===== src/rtl/rabin_encrypt_decrypt_defines.svh =====
// ---------------------------------------------------------------------------
// Rabin block assertion macros
// Shared assertion helpers for the Rabin encrypt/decrypt RTL.
// ---------------------------------------------------------------------------
`ifndef RABIN_ENCRYPT_DECRYPT_DEFINES_SVH
`define RABIN_ENCRYPT_DECRYPT_DEFINES_SVH

// check an implication on every clock edge outside reset
`define RED_ASSERT_IMP(lbl, ante, cons) \
   lbl: assert property (@(posedge clock) disable iff (reset) (ante) |-> (cons)) \
      else $error("rabin check failed");

// check an implication in the next cycle
`define RED_ASSERT_NXT(lbl, ante, cons) \
   lbl: assert property (@(posedge clock) disable iff (reset) (ante) |=> (cons)) \
      else $error("rabin check failed");

`endif


===== src/rtl/rabin_pkg.sv =====
// ---------------------------------------------------------------------------
// Rabin package
// Widths and opcodes shared by the Rabin encrypt/decrypt modules.
// ---------------------------------------------------------------------------
`default_nettype none
package rabin_pkg;
   localparam int PRIME_BITS_DEF = 16;
   localparam int KEY_W          = 16;
   localparam int VAL_W          = 32;
   localparam logic [15:0] P_RESET = 16'd7;
   localparam logic [15:0] Q_RESET = 16'd11;
   localparam logic        REG_P   = 1'b0;
   localparam logic        REG_Q   = 1'b1;
   localparam logic        OP_ENC  = 1'b0;
   localparam logic        OP_DEC  = 1'b1;
   // modular unit operations
   localparam logic [1:0]  MU_MUL  = 2'd0;
   localparam logic [1:0]  MU_RED  = 2'd1;
   typedef struct packed {
      logic [1:0] op;
      logic       start;
   } mu_cmd_type;
endpackage
`default_nettype wire


===== src/rtl/rabin_modmul.sv =====
// ---------------------------------------------------------------------------
// Rabin bit-serial modular multiplier
// Interleaved shift-add: one multiplier bit per cycle, result a*b mod m.
// Reduce mode: a*1 mod m for a 32-bit a.
// ---------------------------------------------------------------------------
`default_nettype none
module rabin_modmul import rabin_pkg::*; (
   input  wire              clock,
   input  wire              reset,
   input  wire mu_cmd_type  cmd,
   input  wire [VAL_W-1:0]  a,
   input  wire [VAL_W-1:0]  b,
   input  wire [VAL_W-1:0]  m,
   output logic [VAL_W-1:0] res,
   output logic             done
);
   // red: r = 2r + bit(a) mod m ; mul: r = 2r + (bit(b)? a : 0) mod m, a < m
   logic [VAL_W-1:0] acc_ff, acc_in, sh_ff, sh_in, a_ff, a_in;
   logic [5:0]       cnt_ff, cnt_in;
   logic             busy_ff, busy_in, done_ff, done_in, mul_ff, mul_in;
   logic [VAL_W+1:0] t1, t2;

   always_comb begin
      acc_in = acc_ff; sh_in = sh_ff; a_in = a_ff; cnt_in = cnt_ff;
      busy_in = busy_ff; done_in = 1'b0; mul_in = mul_ff;
      t1 = {2'b0, acc_ff} << 1;
      if (t1 >= {2'b0, m}) t1 = t1 - {2'b0, m};
      if (mul_ff) t2 = t1 + (sh_ff[VAL_W-1] ? {2'b0, a_ff} : '0);
      else        t2 = t1 + {{(VAL_W+1){1'b0}}, sh_ff[VAL_W-1]};
      if (t2 >= {2'b0, m}) t2 = t2 - {2'b0, m};
      if (cmd.start) begin
         acc_in = '0; busy_in = 1'b1; cnt_in = 6'(VAL_W);
         mul_in = (cmd.op == MU_MUL);
         sh_in  = (cmd.op == MU_MUL) ? b : a;
         a_in   = a;
      end else if (busy_ff) begin
         acc_in = t2[VAL_W-1:0];
         sh_in  = sh_ff << 1;
         cnt_in = cnt_ff - 6'd1;
         if (cnt_ff == 6'd1) begin
            busy_in = 1'b0; done_in = 1'b1;
         end
      end
   end

   always_ff @(posedge clock) begin
      acc_ff <= acc_in; sh_ff <= sh_in; a_ff <= a_in; cnt_ff <= cnt_in;
      mul_ff <= mul_in;
      if (reset) begin
         busy_ff <= 1'b0; done_ff <= 1'b0;
      end else begin
         busy_ff <= busy_in; done_ff <= done_in;
      end
   end

   assign res  = acc_ff;
   assign done = done_ff;
endmodule
`default_nettype wire


===== src/rtl/rabin_encrypt_decrypt.sv =====
// On a bad key the response carries key_error with all-zero data and no computation.
// Throughput: one transaction at a time; the next is taken once the result is taken.
// The bit-serial modular multiplier performs the reductions, the encrypt squaring, both
// exponentiations and the CRT products; each Euclid step runs a bit-serial divider
// between its S_EU and S_EUW states.
// Reset (synchronous, active high): keys return to p = 7, q = 11, control to idle.
// ---------------------------------------------------------------------------
// Rabin encrypt/decrypt top level
// Sequencer around a shared bit-serial modular multiplier.
// ---------------------------------------------------------------------------
`default_nettype none
module rabin_encrypt_decrypt import rabin_pkg::*; #(
   parameter int PRIME_BITS = PRIME_BITS_DEF
) (
   input  wire          clock,
   input  wire          reset,
   input  wire          csr_valid,
   output logic         csr_ready,
   input  wire          csr_index,
   input  wire  [15:0]  csr_data,
   input  wire          req_tvalid,
   output logic         req_tready,
   input  wire  [31:0]  req_tdata,   // value_in
   input  wire          req_tuser,   // req_type
   output logic         rsp_tvalid,
   input  wire          rsp_tready,
   output logic [159:0] rsp_tdata,   // cipher_out, cand_one, cand_two, cand_three, cand_four
   output logic         rsp_tuser    // key_error
);
`include "rabin_encrypt_decrypt_defines.svh"
   localparam logic [4:0] S_IDLE = 5'd0, S_RED = 5'd1, S_ENCW = 5'd2, S_PX = 5'd3,
      S_PW = 5'd4, S_QX = 5'd5, S_QW = 5'd6, S_EU = 5'd7, S_EUW = 5'd8, S_EUF = 5'd9,
      S_C1 = 5'd10, S_C1W = 5'd11, S_C2 = 5'd12, S_C2W = 5'd13, S_SUM = 5'd14,
      S_OUT = 5'd15, S_PSQ = 5'd16, S_PSQW = 5'd17, S_DIV = 5'd18, S_RRED = 5'd19,
      S_RREDW = 5'd20;

   logic [15:0] p_ff, q_ff;
   logic [15:0] pk, qk;
   logic [4:0]  st_ff, st_in;
   logic        op_ff;
   logic [31:0] v_ff, n_ff, m_ff, b_ff, e_ff, r_ff;
   logic [31:0] rp_ff, rq_ff, ia_ff, ib_ff, ta1_ff, ta2_ff, tb1_ff, tb2_ff;
   logic [1:0]  ph_ff;          // phase: which root / which inverse / which product
   logic [4:0]  bit_ff;         // exponent bit position
   // Euclid state
   logic [16:0] r0_ff, r1_ff, qt_ff, rem_ff;
   logic signed [18:0] t0_ff, t1_ff;
   logic [4:0]  dc_ff;
   logic [159:0] out_ff;
   logic         kerr_ff, vld_ff;
   mu_cmd_type   cmd;
   logic [31:0]  ma, mb, mres;
   logic         mdone;
   logic         key_bad;

   assign pk = (PRIME_BITS < 16) ? (p_ff & 16'((32'd1 << PRIME_BITS) - 1)) : p_ff;
   assign qk = (PRIME_BITS < 16) ? (q_ff & 16'((32'd1 << PRIME_BITS) - 1)) : q_ff;
   assign key_bad = (pk == qk) || (pk[1:0] != 2'b11) || (qk[1:0] != 2'b11);

   rabin_modmul u_mm (.clock(clock), .reset(reset), .cmd(cmd), .a(ma), .b(mb),
                      .m(m_ff), .res(mres), .done(mdone));

   assign csr_ready  = 1'b1;
   assign req_tready = (st_ff == S_IDLE) && !vld_ff;
   assign rsp_tvalid = vld_ff;
   assign rsp_tdata  = out_ff;
   assign rsp_tuser  = kerr_ff;

   logic [32:0] sum;
   logic [17:0] dtrial;
   always_comb begin
      sum = {1'b0, (ph_ff[1] ? ta2_ff : ta1_ff)} + {1'b0, (ph_ff[0] ? tb2_ff : tb1_ff)};
      if (sum >= {1'b0, n_ff}) sum = sum - {1'b0, n_ff};
      dtrial = {rem_ff, qt_ff[16]} - {1'b0, r1_ff};
   end

   always_comb begin
      cmd = '0; ma = r_ff; mb = b_ff; st_in = st_ff;
      unique case (st_ff)
         S_RED:  begin cmd.start = 1'b1; cmd.op = MU_RED; ma = v_ff; st_in = S_ENCW; end
         S_PX:   begin cmd.start = 1'b1; cmd.op = MU_MUL; ma = v_ff; mb = v_ff; st_in = S_PW; end
         S_PSQ:  begin cmd.start = 1'b1; cmd.op = MU_MUL; ma = r_ff; mb = b_ff; st_in = S_PSQW; end
         S_RRED: begin cmd.start = 1'b1; cmd.op = MU_RED; ma = v_ff; st_in = S_RREDW; end
         S_C1:   begin
            cmd.start = 1'b1; cmd.op = MU_MUL;
            ma = ph_ff[1] ? {16'd0, pk} : {16'd0, qk};
            mb = ph_ff[0] ? (ph_ff[1] ? (rq_ff == 0 ? 32'd0 : {16'd0, qk} - rq_ff)
                                      : (rp_ff == 0 ? 32'd0 : {16'd0, pk} - rp_ff))
                          : (ph_ff[1] ? rq_ff : rp_ff);
            st_in = S_C1W;
         end
         S_C2:   begin
            cmd.start = 1'b1; cmd.op = MU_MUL; ma = r_ff;
            mb = ph_ff[1] ? ib_ff : ia_ff; st_in = S_C2W;
         end
         default: ;
      endcase
   end

   always_ff @(posedge clock) begin
      if (reset) begin
         p_ff <= P_RESET; q_ff <= Q_RESET; st_ff <= S_IDLE; vld_ff <= 1'b0;
      end else begin
         if (csr_valid && csr_ready) begin
            if (csr_index == REG_P) p_ff <= csr_data; else q_ff <= csr_data;
         end
         if (vld_ff && rsp_tready) vld_ff <= 1'b0;
         unique case (st_ff)
            S_IDLE: if (req_tvalid && req_tready) begin
               v_ff <= req_tdata; op_ff <= req_tuser;
               n_ff <= 32'(pk) * 32'(qk); m_ff <= 32'(pk) * 32'(qk);
               if (key_bad) begin
                  out_ff <= '0; kerr_ff <= 1'b1; vld_ff <= 1'b1;
               end else st_ff <= S_RED;
            end
            S_RED, S_PX, S_PSQ, S_RRED, S_C1, S_C2: st_ff <= st_in;
            S_ENCW: if (mdone) begin
               v_ff <= mres;
               if (op_ff == OP_ENC) begin
                  m_ff <= n_ff; st_ff <= S_PX;
               end else begin
                  ph_ff <= 2'd0; st_ff <= S_RRED; m_ff <= {16'd0, pk};
               end
            end
            S_PW: if (mdone) begin
               out_ff <= {128'd0, mres}; kerr_ff <= 1'b0; vld_ff <= 1'b1; st_ff <= S_IDLE;
            end
            S_RREDW: if (mdone) begin
               // base = c mod prime; exponent (prime+1)/4
               b_ff <= mres; r_ff <= 32'd1;
               e_ff <= ph_ff[0] ? 32'(({16'd0, qk} + 32'd1) >> 2)
                                : 32'(({16'd0, pk} + 32'd1) >> 2);
               bit_ff <= 5'd16; st_ff <= S_QX;
            end
            S_QX: begin
               // left-to-right: square, then multiply when bit set
               if (bit_ff == 5'd0) begin
                  if (ph_ff[0]) begin
                     rq_ff <= r_ff; ph_ff <= 2'd0;
                     r0_ff <= {1'b0, pk}; r1_ff <= {1'b0, qk};
                     t0_ff <= '0; t1_ff <= 19'sd1; st_ff <= S_EU;
                  end else begin
                     rp_ff <= r_ff; ph_ff <= 2'd1; m_ff <= {16'd0, qk}; st_ff <= S_RRED;
                  end
               end else begin
                  st_ff <= S_PSQ;
                  ta1_ff <= b_ff; // save base
                  b_ff <= r_ff;   // square r
               end
            end
            S_PSQW: if (mdone) begin
               if (ph_ff[1]) begin
                  r_ff <= mres; b_ff <= ta1_ff; ph_ff[1] <= 1'b0;
                  bit_ff <= bit_ff - 5'd1; st_ff <= S_QX;
               end else if (e_ff[bit_ff-5'd1]) begin
                  r_ff <= mres; b_ff <= ta1_ff; ph_ff[1] <= 1'b1; st_ff <= S_PSQ;
               end else begin
                  r_ff <= mres; b_ff <= ta1_ff; bit_ff <= bit_ff - 5'd1; st_ff <= S_QX;
               end
            end
            S_EU: begin
               if (r1_ff == 0) st_ff <= S_EUF;
               else begin
                  qt_ff <= r0_ff; rem_ff <= '0; dc_ff <= 5'd17; st_ff <= S_DIV;
               end
            end
            S_DIV: begin
               if (!dtrial[17]) rem_ff <= dtrial[16:0];
               else rem_ff <= {rem_ff[15:0], qt_ff[16]};
               qt_ff <= {qt_ff[15:0], !dtrial[17]};
               dc_ff <= dc_ff - 5'd1;
               if (dc_ff == 5'd1) st_ff <= S_EUW;
            end
            S_EUW: begin
               r0_ff <= r1_ff; r1_ff <= rem_ff;
               t0_ff <= t1_ff;
               t1_ff <= 19'(t0_ff - $signed({2'b0, qt_ff}) * t1_ff);
               st_ff <= S_EU;
            end
            S_EUF: begin
               if (!ph_ff[0]) begin
                  ia_ff <= 32'(t0_ff < 0 ? t0_ff + $signed({3'b0, pk}) : t0_ff);
                  ph_ff <= 2'd1; r0_ff <= {1'b0, qk}; r1_ff <= {1'b0, pk};
                  t0_ff <= '0; t1_ff <= 19'sd1; st_ff <= S_EU;
               end else begin
                  ib_ff <= 32'(t0_ff < 0 ? t0_ff + $signed({3'b0, qk}) : t0_ff);
                  ph_ff <= 2'd0; m_ff <= n_ff; st_ff <= S_C1;
               end
            end
            S_C1W: if (mdone) begin r_ff <= mres; st_ff <= S_C2; end
            S_C2W: if (mdone) begin
               unique case (ph_ff)
                  2'd0: ta1_ff <= mres;
                  2'd1: ta2_ff <= mres;
                  2'd2: tb1_ff <= mres;
                  default: tb2_ff <= mres;
               endcase
               ph_ff <= ph_ff + 2'd1;
               st_ff <= (ph_ff == 2'd3) ? S_SUM : S_C1;
            end
            S_SUM: begin
               ph_ff <= ph_ff + 2'd1;
               out_ff <= {sum[31:0], out_ff[159:64], 32'd0};
               if (ph_ff == 2'd3) begin
                  kerr_ff <= 1'b0; vld_ff <= 1'b1; st_ff <= S_IDLE;
               end
            end
            default: ;
         endcase
      end
   end

   `RED_ASSERT_IMP(a_busy_nrdy, st_ff != S_IDLE, !req_tready)
   `RED_ASSERT_NXT(a_kerr_zero, rsp_tvalid && rsp_tuser, rsp_tdata == '0)
   `RED_ASSERT_IMP(a_vld_idle, rsp_tvalid, st_ff == S_IDLE)
endmodule
`default_nettype wire

===== config.mk =====
export PLATFORM = sky130hd
export DESIGN_NAME = rabin_encrypt_decrypt
export DESIGN_NICKNAME = d
export VERILOG_FILES = /design/src/rtl/rabin_pkg.sv /design/src/rtl/rabin_modmul.sv /design/src/rtl/rabin_encrypt_decrypt.sv
export VERILOG_INCLUDE_DIRS = /design/src /design/src/rtl
export SDC_FILE = /design/constraint.sdc
export NUM_CORES = 2
export LEC_CHECK = 0
export ABC_AREA = 1
export BUFFER_PORTS_ARGS = -buffer_cell sky130_fd_sc_hd__buf_2
export CAP_MARGIN = 20
export CORE_MARGIN = 2
export CORE_UTILIZATION = 42
export DETAILED_ROUTE_END_ITERATION = 10
export GPL_ROUTABILITY_DRIVEN = 0
export PLACE_DENSITY = 0.62
export SYNTH_ARGS = -nofsm -noshare
export SYNTH_HDL_FRONTEND = slang
export SYNTH_SLANG_ARGS = --single-unit

===== constraint.sdc =====
create_clock -name clock -period 36.5 [get_ports clock]
set_input_delay 5.475 -clock clock [delete_from_list [all_inputs] [get_ports clock]]
set_output_delay 5.475 -clock clock [all_outputs]
set_load 0.03 [all_outputs]

# Word-level counts from Yosys, hierarchy flattened
# Cells that the tools add are included.
totals:
  reg_bits: 871
  inputBits: 55
  output_inout_bits: 164
op_classes:
  n_addsub: 18
  n_mul: 2
  n_lt_le_gt_ge: 5
  n_eq_ne: 49
  muxes: 121
  bitwise: 5
  n_reduce_logical: 58
op_table:
  columns: ["operator", "count"]
  rows:
  - ["32-bit two-way mux", 30]
  - ["160-bit two-way mux", 3]
  - ["160-bit case mux with 3 select lines", 1]
  - ["32-bit case mux with 2 select lines", 4]
  - ["32-bit case mux with 3 select lines", 2]
  - ["17-bit two-way mux", 9]
  - ["32-bit case mux with 4 select lines", 1]
  - ["19-bit two-way mux", 6]
  - ["19-bit case mux with 3 select lines", 2]
  - ["5-bit two-way mux", 21]
  - ["17-bit case mux with 3 select lines", 2]
  - ["5-bit case mux with 14 select lines", 1]
  - ["34-bit two-way mux", 2]
  - ["17-bit case mux with 2 select lines", 2]
  - ["33-bit by 32-bit >= comparator with 1-bit output", 2]
  - ["32-bit logical NOT", 2]
  - ["16-bit by 32-bit subtractor with 32-bit output", 2]
  - ["32-bit subtractor", 2]
  - ["19-bit by 17-bit adder with 20-bit output", 2]
  - ["5-bit by 4-bit == test with 1-bit output, second input constant", 7]
  - ["16-bit by 1-bit adder with 17-bit output, second input constant", 2]
  - ["34-bit by 1-bit adder with 34-bit output", 1]
  - ["34-bit adder", 1]
  - ["34-bit by 32-bit >= comparator with 1-bit output", 1]
  - ["60 further kinds", 150]

# Longest topological paths before layout
depth:
  depth_word: 7
  mapped_depth: 49

# Modules after synthesis
# From an unflattened synthesis, not the netlist that was laid out.
unflattened:
  hier_cells: 8645
  hier_area_um2: 68051.5
modules_own_cells:
  columns: ["module", "instances", "cells_per_inst", "area_per_inst_um2", "seq_area_each_um2"]
  rows:
  - ["rabin_encrypt_decrypt", 1, 6907, 56920.8, 21390.5]
  - ["rabin_modmul", 1, 1738, 11130.7, 2752.6]

# Worst setup path after synthesis
# OpenSTA, ideal clock, no wires.
synth_timing:
  path_kind: "input -> register"
  start: "in reset"
  end: "reg r0_ff[0] (enable)"
  t_arrival_ps: 16915
  required_time_ps: 35614
  setup_slack_ps: 18699
  stages: 2
  path_cell_list: "clkbuf_1 > a2111oi_0"
synth_between:
  elab_chain_len: 2
synth_rtl:
  columns: ["element", "line_no", "rtl"]
  rows:
  - ["from (decl)", "rabin_encrypt_decrypt.sv:16", "input wire reset,"]
  - ["1-bit inverter (no source line)", null, null]
  - ["5-bit AND reduction (no source line)", null, null]
  - ["to (signal assigned)", "rabin_encrypt_decrypt.sv:140", "r0_ff <= {1'b0, pk}; r1_ff <= {1'b0, qk};"]
  - ["to (signal assigned)", "rabin_encrypt_decrypt.sv:175", "r0_ff <= r1_ff; r1_ff <= rem_ff;"]
  - ["to (decl)", "rabin_encrypt_decrypt.sv:46", "logic [16:0] r0_ff, r1_ff, qt_ff, rem_ff;"]
# No other way between the ends.
# A chain may end at the register's enable or synchronous reset.

# Worst setup path after layout
layout_timing:
  start: "reg u_mm.acc_ff[26] (netlist: u_mm.res[26])"
  end: "reg u_mm.acc_ff[22] (netlist: u_mm.res[22])"
layout_between:
  elab_chain_len: 6
  elab_cells_between_ends: 9
layout_rtl:
  columns: ["element", "line_no", "rtl"]
  rows:
  - ["from (decl)", "rabin_modmul.sv:18", "logic [VAL_W-1:0] acc_ff, acc_in, sh_ff, sh_in, a_ff, a_in;"]
  - ["from (signal assigned)", "rabin_modmul.sv:47", "acc_ff <= acc_in; sh_ff <= sh_in; a_ff <= a_in; cnt_ff <= cnt_in;"]
  - ["33-bit by 32-bit subtractor with 34-bit output or 33-bit by 32-bit >= comparator with 1-bit output (tied branches)", "rabin_modmul.sv:27", "if (t1 >= {2'b0, m}) t1 = t1 - {2'b0, m};"]
  - ["34-bit two-way mux (*)", "rabin_modmul.sv:27", null]
  - ["34-bit by 1-bit adder with 34-bit output or 34-bit adder (tied branches)", "rabin_modmul.sv:29, rabin_modmul.sv:28", null]
  - ["34-bit two-way mux (*)", "rabin_modmul.sv:28", "if (mul_ff) t2 = t1 + (sh_ff[VAL_W-1] ? {2'b0, a_ff} : '0);"]
  - ["34-bit by 32-bit >= comparator with 1-bit output or 32-bit subtractor (tied branches)", "rabin_modmul.sv:30", "if (t2 >= {2'b0, m}) t2 = t2 - {2'b0, m};"]
  - ["32-bit two-way mux (*)", "rabin_modmul.sv:30", null]
# Every way passes the cells marked *; elsewhere a longest branch is shown, timed or not.

==> results.json <==
{
  "grt_overflow": 0,
  "cp.arrival_ps": 9910,
  "path_common_cell": "nand2_1",
  "hold_violations": 0,
  "grt_max_degree": 163,
  "ys_warn_count": 0,
  "hold_ws_ps": 491,
  "crit_path_end_kind": "flip-flop",
  "grtUsageMet1_pct": 38.5,
  "fin_crit_sh_pct": 25.4,
  "nets": 9080,
  "synth_area_leaders": "edfxtp_1 34%, nand2_1 11%, fa_1 10%, ha_1 8.3%, inv_1 8.2%",
  "num_vias": 58350,
  "dieArea_um2": 160000,
  "cts_buffer_depth": 3,
  "startpoint_type": "flip-flop",
  "hp-class": "reg2reg",
  "crit_type": "reg2reg",
  "fin_tns_setup_ps": 0,
  "p_per_area_nw_per_um2": 72.9,
  "syn_inst": 8139,
  "core-area_um2": 156000,
  "cts.sinks": 830,
  "min_period_ps": 9280,
  "drive_gt1_share_pct": 6.42,
  "rsz0062_at_grt": "false",
  "final_cell_area_um2": 72300,
  "cts-buffers-inserted": 94,
  "placed_cells": 10200,
  "h-tree-depth": 3,
  "use_met2_pct": 42.4,
  "die_w_um": 400,
  "path_max_fanout": 36,
  "cts_setup_buffers": 0,
  "timing.slew.headroom_pct": 23.9,
  "fin_skew_ps": 59.6,
  "use_met3_pct": 5.63,
  "cpMaxStageDelayCell": "clkinv_1",
  "ctsHoldBuffers": 0,
  "via_per_inst": 5.62,
  "port_buffers": 217,
  "grt_pass1_wl_um": 346000,
  "ant_nets": 0,
  "synth_ff_type": "edfxtp_1",
  "rrSetupSlack_ps": 27220,
  "async_flop_share_pct": 0,
  "grt_pass1_vias": 55292,
  "dp_hpwl_um": 179000,
  "first_pass_iters": 8,
  "wl_per_cell_um": 22.4,
  "post_cts_resize_count": 0,
  "routed_wirelength_um": 233000,
  "timing.final.ws_setup_ps": 27220,
  "yosysTopAreaCell": "edfxtp_1",
  "clockRootBuffer": "clkbuf_16",
  "finalNonFillerCells": 10387,
  "finalPower_mw": 5.27,
  "placed_area_um2": 69200,
  "n_fill_cell": 15137,
  "cts_tree": "built",
  "utilization_pct": 46.3,
  "worst_pin_slew_ps": 1140,
  "avgSynthCellArea_um2": 8.10,
  "slew_violations": 0,
  "top_usage_layer": "met2",
  "core.rowCount": 145,
  "grt_usage_pct": 28.4,
  "pin_count": 219,
  "clk_pin_slew_ps": 70,
  "irDropWorstVdd_v": 0.0000694,
  "drc": 0,
  "crit_path_max_incr_delay_ps": 960,
  "p_leak_nw": 33.8,
  "synth_top_area_share_pct": 34.2,
  "max_freq_ghz": 0.108,
  "drt_iter0_markers": 7406,
  "worstPathRequired_ps": 37140,
  "insertion_delay_ps": 740,
  "run_status": "finished clean",
  "seq_area_frac_synth_pct": 36.6,
  "maxCapViolations": 0,
  "synth_edf_count": 752,
  "syn_area_um2": 66000,
  "initial_utilization_pct": 42.3,
  "setup_viol": 0,
  "die_y_um": 400,
  "ys_types": 62,
  "dp_worst_setup_slack_ps": 27230,
  "synthToLayoutAreaGrowth_pct": 9.62,
  "yosys_register_bits": 830,
  "grt_antenna_before_repair": 27,
  "largest_reg_flops": 160,
  "synthesis.nets": 8974
}
[synth_stat cells, drive strengths merged (5+ instances only)]
cell and number:
o211ai 26, clkinv 10, nor4 31, a31oi 26, a21oi 567, o21bai 31
xnor2 104, a21boi 14, a221oi 23, xor2 151, o22ai 20, dfxtp 78
nand3 339, inv 1448, fa 342, o21a 16, ha 438, nand4 56
o31ai 18, buf 64, nand2 1955, nor3 47, nor2 636, o2111ai 5
nand3b 10, edfxtp 752, a211oi 15, or2 23, clkbuf 234, a21o 31
o221ai 68, o21ai 533, and2 5
[worst max-delay path, delay by kind of cell, from the launching register on]
kind | cells | cell delay (ps)
xor gates and xnor gates | 1 | 210
AOI/OAI and AO/OA | 8 | 1600
and+or+nand+nor | 23 | 4410
adders and majority gates | 3 | 1080
DFF | 1 | 640
buffers and inverters | 4 | 1190
[power breakdown]
group / internal, mW / switching [mW]
Combinational: 0.904 / 2.09
Sequential: 1.24 / 0.0955
Clock: 0.515 / 0.423
[final timing paths]
kind                   from             end  cells after the start
max            u_mm.res[26]    u_mm.res[22]                     39
min          u_mm.cnt_ff[3]  u_mm.cnt_ff[3]                      2
max reg2reg    u_mm.res[26]    u_mm.res[22]                     39
min reg2reg  u_mm.cnt_ff[3]  u_mm.cnt_ff[3]                      2
[cell type report]
| cell class | instances | area [um2] | area share [%] |
|---|---|---|---|
| flip-flops and latches | 830 | 24100 | 33.4 |
| clock buffers | 117 | 2450 | 3.39 |
| well taps | 2058 | 2570 | 3.56 |
| clock inverters | 50 | 498 | 0.689 |
| repair buffers | 308 | 1890 | 2.61 |
| diodes | 13 | 32.5 | 0.0450 |
| multi-input cells | 5553 | 35200 | 48.7 |
| inverters | 1458 | 5470 | 7.57 |
[cells by family after synthesis]
kind of cell | count (synthesis) | synth area share [%]
adders and majority gates | 780 | 18.7
xor gates and xnor gates | 255 | 3.39
buffers and inverters | 1756 | 10.1
other | 1 | 0.00569
AOI/OAI and AO/OA | 1410 | 12.0
DFF | 830 | 36.6
and+or+nand+nor | 3107 | 19.1
[routing by layer]
layer	wire, um	part of all wire [%]
met1	94600	41
met2	98800	42
met3	24700	11
met4	15100	6.5
met5	46	0.020
[cell usage in the layout (no fill, tap or decap), types with 22 or more instances in the layout]
| master | instances |
|---|---|
| a21o_1 | 31 |
| a21oi_1 | 565 |
| a221oi_1 | 23 |
| a31oi_1 | 26 |
| buf_2 | 217 |
| buf_4 | 84 |
| clkbuf_1 | 22 |
| clkbuf_16 | 94 |
| clkinv_1 | 24 |
| dfxtp_1 | 75 |
| edfxtp_1 | 752 |
| fa_1 | 342 |
| ha_1 | 438 |
| inv_1 | 1439 |
| nand2_1 | 1941 |
| nand3_1 | 335 |
| nand4_1 | 56 |
| nor2_1 | 611 |
| nor3_1 | 42 |
| nor4_1 | 28 |
| o211ai_1 | 26 |
| o21ai_0 | 521 |
| o21bai_1 | 31 |
| o221ai_1 | 68 |
| xnor2_1 | 104 |
| xor2_1 | 151 |
Note: power is estimated with default switching activity, not from simulation.
